<file path="src/design/polyphase_line_scaler_macros.svh">
// Assertion helpers used by the scaler top module.
`ifndef POLYPHASE_LINE_SCALER_MACROS_SVH
`define POLYPHASE_LINE_SCALER_MACROS_SVH

// Check that an implication holds on every clock while out of reset.
`define PLS_ASSERT_IMP(label, clk, rst_n, ante, cons) \
    label: assert property (@(posedge clk) disable iff (!rst_n) (ante) |-> (cons)) \
        else $error("assertion failed");

// Check a relation in the cycle after the antecedent.
`define PLS_ASSERT_NEXT(label, clk, rst_n, ante, cons) \
    label: assert property (@(posedge clk) disable iff (!rst_n) (ante) |=> (cons)) \
        else $error("assertion failed");

`endif

</file>
<file path="src/design/pls_divider.sv">
`timescale 1ns / 1ps
// Pipelined restoring divider, one quotient bit per stage.
module pls_divider #(
    parameter int NUM_W = 31,
    parameter int DEN_W = 13,
    parameter int TAG_W = 1
) (
    input  logic             i_clk,
    input  logic             i_rst_n,
    input  logic             i_en,
    input  logic             i_valid,
    input  logic [NUM_W-1:0] i_num,
    input  logic [DEN_W-1:0] i_den,
    input  logic [TAG_W-1:0] i_tag,
    output logic             o_valid,
    output logic [NUM_W-1:0] o_quot,
    output logic [TAG_W-1:0] o_tag
);
    logic [NUM_W-1:0] r_q   [1:NUM_W];
    logic [DEN_W:0]   r_rem [1:NUM_W];
    logic [DEN_W-1:0] r_den [1:NUM_W];
    logic [TAG_W-1:0] r_tag [1:NUM_W];
    logic             r_v   [1:NUM_W];

    for (genvar s = 0; s < NUM_W; s++) begin : g_st
        logic [NUM_W-1:0] w_q_in;
        logic [DEN_W:0]   w_rem_in;
        logic [DEN_W-1:0] w_den_in;
        logic [TAG_W-1:0] w_tag_in;
        logic             w_v_in;
        logic [DEN_W+1:0] n_trial;
        logic [DEN_W:0]   n_sh;
        if (s == 0) begin : g_first
            assign w_q_in   = i_num;
            assign w_rem_in = '0;
            assign w_den_in = i_den;
            assign w_tag_in = i_tag;
            assign w_v_in   = i_valid;
        end else begin : g_next
            assign w_q_in   = r_q[s];
            assign w_rem_in = r_rem[s];
            assign w_den_in = r_den[s];
            assign w_tag_in = r_tag[s];
            assign w_v_in   = r_v[s];
        end
        assign n_sh    = {w_rem_in[DEN_W-1:0], w_q_in[NUM_W-1]};
        assign n_trial = {1'b0, n_sh} - {2'b0, w_den_in};
        always_ff @(posedge i_clk) begin
            if (!i_rst_n) begin
                r_v[s+1] <= 1'b0;
            end else if (i_en) begin
                r_v[s+1] <= w_v_in;
            end
            if (i_en) begin
                r_rem[s+1] <= n_trial[DEN_W+1] ? n_sh : n_trial[DEN_W:0];
                r_q[s+1]   <= {w_q_in[NUM_W-2:0], ~n_trial[DEN_W+1]};
                r_den[s+1] <= w_den_in;
                r_tag[s+1] <= w_tag_in;
            end
        end
    end

    assign o_valid = r_v[NUM_W];
    assign o_quot  = r_q[NUM_W];
    assign o_tag   = r_tag[NUM_W];
endmodule

</file>
<file path="config.mk">
export PLATFORM = sky130hd
export DESIGN_NAME = pls_divider
export DESIGN_NICKNAME = d
export VERILOG_FILES = /design/src/design/polyphase_line_scaler_macros.svh /design/src/design/pls_divider.sv
export SDC_FILE = /design/constraint.sdc
export NUM_CORES = 2
export LEC_CHECK = 0
export ABC_AREA = 1
export BUFFER_PORTS_ARGS = -buffer_cell sky130_fd_sc_hd__buf_4
export CAP_MARGIN = 10
export CORE_MARGIN = 2
export CORE_UTILIZATION = 40
export DETAILED_ROUTE_END_ITERATION = 12
export GPL_ROUTABILITY_DRIVEN = 0
export PLACE_DENSITY = 0.6
export SETUP_SLACK_MARGIN = 0.15
export SLEW_MARGIN = 30
export SYNTH_ARGS = -nofsm -noshare
export SYNTH_HDL_FRONTEND = slang
export SYNTH_SLANG_ARGS = --single-unit
</file>
<file path="constraint.sdc">
create_clock -name i_clk -period 1.9 [get_ports i_clk]
set_input_delay 0.285 -clock i_clk [delete_from_list [all_inputs] [get_ports i_clk]]
set_output_delay 0.285 -clock i_clk [all_outputs]
set_load 0.02 [all_outputs]
</file>
==> results list <==
- The flow ran to the end, but the final reports show violations.
* Violations in the final reports: negative setup slack
- Count of non-filler cells in the finished layout: 12583
* Clock net sink count: ~1800
- Register Area: roughly 54000 sq um
* Overall track demand over capacity in global routing: 16.9%
- Num ports: between 80 and 90
- After detailed routing, the number of vias per cell comes to between 4 and 5.
- After synthesis, the cell types taking the most area are sky130_fd_sc_hd__edfxtp_1 (64%), sky130_fd_sc_hd__nand2_1 (10%), sky130_fd_sc_hd__inv_1 (6.2%).
* Crit path launch type: flip-flop
* Warnings from Yosys: 0
- Area of combinational cells with multiple inputs: 32700 sq um
- Maximum count of clock buffers along a single path: 3
- Count of fill cells added during filler insertion: 16859
- Summed over all instances, the cell type with the most area after synthesis is sky130_fd_sc_hd__edfxtp_1.
- Critical path buffers and inverters: 2
- Before CTS, the worst setup slack after placement is -185 ps.
- Worst relative slew slack: 62.6%
- Post-synthesis cell type count: 31
- Summing all placed instances gives a cell area of approximately 97000 sq um.
* Class of the most critical setup path: reg -> reg
- RSZ-0062 raised after global routing: yes
- WL/cell: 15.1 microns
- After synthesis, the share of flip-flops with an asynchronous set or reset is 0%.
- The H-tree was split into 4 levels.
- In the post-route analysis, the smallest setup slack over all paths is -86.6 ps.
- Via Count: slightly below 60000
- Endpoint class of the critical path: flip-flop
* Final WL: 190000 microns
- The cell that appears most often on the critical path is sky130_fd_sc_hd__nand2_2.
- The worst-case IR drop observed on VDD is about 1100 uV.
* Number of port buffers: just over 80
- Once layout is done, the placed cells without fillers occupy between 100000 and 150000 sq um.
* Aggregate global routing overflow: 0
- Maximum fanout along the worst path: 8
* Required time of the worst setup path: around 2500 ps
- Width of the die: approximately 460 microns
- The core region is ~210000 sq um.
- After floorplanning, the core was divided into about 170 placement rows.
- Setup violations remaining at the end of the flow were counted as 160.
- Clk slew on worst S/H paths: 70 ps
- The die covers about 210000 sq um.
* Slowest cell on the critical path: sky130_fd_sc_hd__edfxtp_1
- In the finished design, the share of the clock period the worst path needs comes to 105%.
- At the later pin of the worst-skew pair, clock insertion delay measures about 860 ps.
- Among all flip-flop cells after synthesis, the most frequent one is sky130_fd_sc_hd__edfxtp_1.
* Mapped Avg Cell Area: between 10 and 15 sq um
* Dominant cell by count in the synthesized netlist: sky130_fd_sc_hd__nand2_1
- Path class of the lowest-slack min-delay path: in -> reg
- Family with the most delay on the worst path: flip-flops
- Number of buffers added by the clock tree synthesis step: 196
- Power density over cell area: around 1500 nW/um^2
- Based on the critical path, the design can be clocked at up to ~500 MHz.
* Worst path max stage delay: roughly 500 ps
- Data arrives at the worst endpoint at approximately 2600 ps.
- On the final layout, the worst clock skew is roughly 56 ps.
- Initial DRT Pass Iterations: 7
* Height of the die: 462 microns
- Placed cell count: approximately 12000
- The synthesized netlist occupies a cell area of about 84000 sq um.
- The via count of the first global-routing pass is between 50000 and 60000.
* Final cell utilization of the core: a little under three fifths
- The smallest clock period supported by the final layout is computed as around 2000 ps.
- Number of flops mapped to enable cells by yosys: 1803
- Share of layout cells above drive strength 1: around two fifths
- Leakage power figure: slightly above 50 nW
- DRC errors left: 0
- Cell chain of the critical path: ha_4, nand2_2, nand2_2, inv_2, nand2_2, a21oi_4, nand2_8, buf_12, nand3_4, nand2_2
- Compared with the post-synthesis result, the final layout area differs by 39.8%.
* Sequential element share of the synthesized area: ~64%
- The count of final max-slew check failures is 0.
- Number of cells produced by synthesis: between 7000 and 8000
- Synthesized flop and latch total: between 1500 and 2000
* Nets: ~10000
* Wire length of the first global-routing pass: around 300000 microns
- TritonCTS built the clock tree.
- Cell types with the highest counts after synthesis: sky130_fd_sc_hd__nand2_1 (2296), sky130_fd_sc_hd__edfxtp_1 (1803), sky130_fd_sc_hd__inv_1 (1392)
- Pin count of the biggest net entering global routing: 81
* Detail Placement HPWL: between 100000 and 150000 microns
- In this run, the number of DRC markers left after iteration 0 of detailed routing was about 3900.
* Initial standard-cell utilization of the core: between 40 and 50%
- Number of violations of the max-capacitance limit: 0
- The number of hold-slack violations in the final timing report came to 0.
- Of the post-synthesis cell area, the dominant cell type holds roughly 64%.
* Register-to-Register Setup Slack: -90 ps
* Number of antenna violations at the first check in global routing: 3
* Number of nets with antenna violations after detailed routing: 0
- For the pin with the worst max-slew slack, the measured transition is roughly 560 ps.
* Cell chosen for the clock root: sky130_fd_sc_hd__clkbuf_16
[sequential cells by signal, summed over array words and instances (netlist names)]
| signal | flops |
|---|---|
| r_rem | 390 |
| r_tag | 31 |
| r_v | 31 |
| r_q | 961 |
| r_den | 390 |
[final timing paths]
kind / from / endpoint / cells past startpoint
worst max-delay path: r_rem[1][92] / r_rem[1][106] / 10
worst min register to register: r_q[0][492] / r_q[1][28] / 0
worst max register to register: r_rem[1][92] / r_rem[1][106] / 10
worst min-delay path: i_tag / r_tag[0][1] / 2
[cells in the final DEF, fill, tap and decap left out, types with 28 or more instances in the layout]
| cell | instances |
|---|---|
| sky130_fd_sc_hd__ha_4 | 268 |
| sky130_fd_sc_hd__inv_2 | 181 |
| sky130_fd_sc_hd__clkbuf_1 | 28 |
| sky130_fd_sc_hd__ha_1 | 103 |
| sky130_fd_sc_hd__nand3_1 | 302 |
| sky130_fd_sc_hd__nand2_2 | 588 |
| sky130_fd_sc_hd__buf_6 | 49 |
| sky130_fd_sc_hd__o21ai_2 | 113 |
| sky130_fd_sc_hd__edfxtp_1 | 1803 |
| sky130_fd_sc_hd__clkinv_1 | 46 |
| sky130_fd_sc_hd__nand3_4 | 61 |
| sky130_fd_sc_hd__nand3_2 | 213 |
| sky130_fd_sc_hd__nor2_2 | 86 |
| sky130_fd_sc_hd__xor2_1 | 34 |
| sky130_fd_sc_hd__fa_2 | 29 |
| sky130_fd_sc_hd__xnor2_1 | 79 |
| sky130_fd_sc_hd__clkbuf_16 | 196 |
| sky130_fd_sc_hd__clkinv_2 | 32 |
| sky130_fd_sc_hd__buf_12 | 79 |
| sky130_fd_sc_hd__bufinv_16 | 28 |
| sky130_fd_sc_hd__buf_4 | 1495 |
| sky130_fd_sc_hd__a21oi_1 | 90 |
| sky130_fd_sc_hd__o21ai_1 | 43 |
| sky130_fd_sc_hd__nand2_1 | 1659 |
| sky130_fd_sc_hd__and2_1 | 60 |
| sky130_fd_sc_hd__nand2_4 | 127 |
| sky130_fd_sc_hd__inv_1 | 1198 |
| sky130_fd_sc_hd__dlygate4sd3_1 | 49 |
| sky130_fd_sc_hd__nand4_1 | 172 |
| sky130_fd_sc_hd__inv_8 | 68 |
| sky130_fd_sc_hd__nor2_1 | 201 |
[where the power goes]
part	leakage [nW]	switching, mW	internal (mW)	total (mW)
clock	3.28	16.4	23.0	39.5
combinational	30.7	43.6	38.6	82.2
sequential	17.7	4.97	53.0	58.0
total	51.7	65.0	115	180
[worst reg2reg max path: stages, from the launching register on]
cell and delay, ps:
sky130_fd_sc_hd__edfxtp_1 500, sky130_fd_sc_hd__ha_4 280, sky130_fd_sc_hd__nand2_2 60, sky130_fd_sc_hd__nand2_2 60
sky130_fd_sc_hd__inv_2 60, sky130_fd_sc_hd__nand2_2 70, sky130_fd_sc_hd__a21oi_4 220, sky130_fd_sc_hd__nand2_8 130
sky130_fd_sc_hd__buf_12 180, sky130_fd_sc_hd__nand3_4 80, sky130_fd_sc_hd__nand2_2 50
[routing by layer]
layer  part of all wire [%]  routed length, microns  GRT usage [%]  vias to the layer above
met3                    4.1                    7760           2.70                      430
met4                    3.2                    6180           5.88                        0
li1                       -                       -              -                    29380
met5                      0                       0              0                        -
met2                     50                   95400           29.3                     1294
met1                     42                   80800           21.3                    28406
[metrics by stage]
step,power [mW],setup TNS [ps],hold slack (ps)
global route,191,-26820,91.8
detailed placement,115,-11120,405
global placement,114,-6190,400
floorplan,93.5,0,384
finish,180,-4680,141
CTS,171,-2320,61.4
[layout make-up]
| cell class | instances | area share, % |
|---|---|---|
| Tap cell | 2805 | 2.99 |
| Multi-Input combinational cell | 4436 | 27.8 |
| Clock buffer | 224 | 4.26 |
| Sequential cell | 1803 | 46.1 |
| Clock inverter | 146 | 1.56 |
| Antenna cell | 3 | 0.00639 |
| Timing Repair Buffer | 1688 | 12.0 |
| Timing Repair inverter | 58 | 0.543 |
| Inverter | 1420 | 4.77 |
[timing repair]
action,in CTS,in global routing
gates resized for setup,1193,744
setup endpoints to repair,414,417
endpoints found under the hold margin,127,0
gates cloned,57,2
pin swaps,411,270
setup buffers,352,208
hold buffers,49,0
[kinds of logic after synthesis]
family          after synthesis  synth area share [%]
compound gates              304                  2.19
fa+ha+maj                   420                  6.51
simple gates               3587                  18.7
xor+xnor                    120                  1.25
flops                      1803                  64.4
buf+inv                    1453                  6.96
other cells                   1               0.00446
Note: power is estimated with default switching activity, not from simulation.
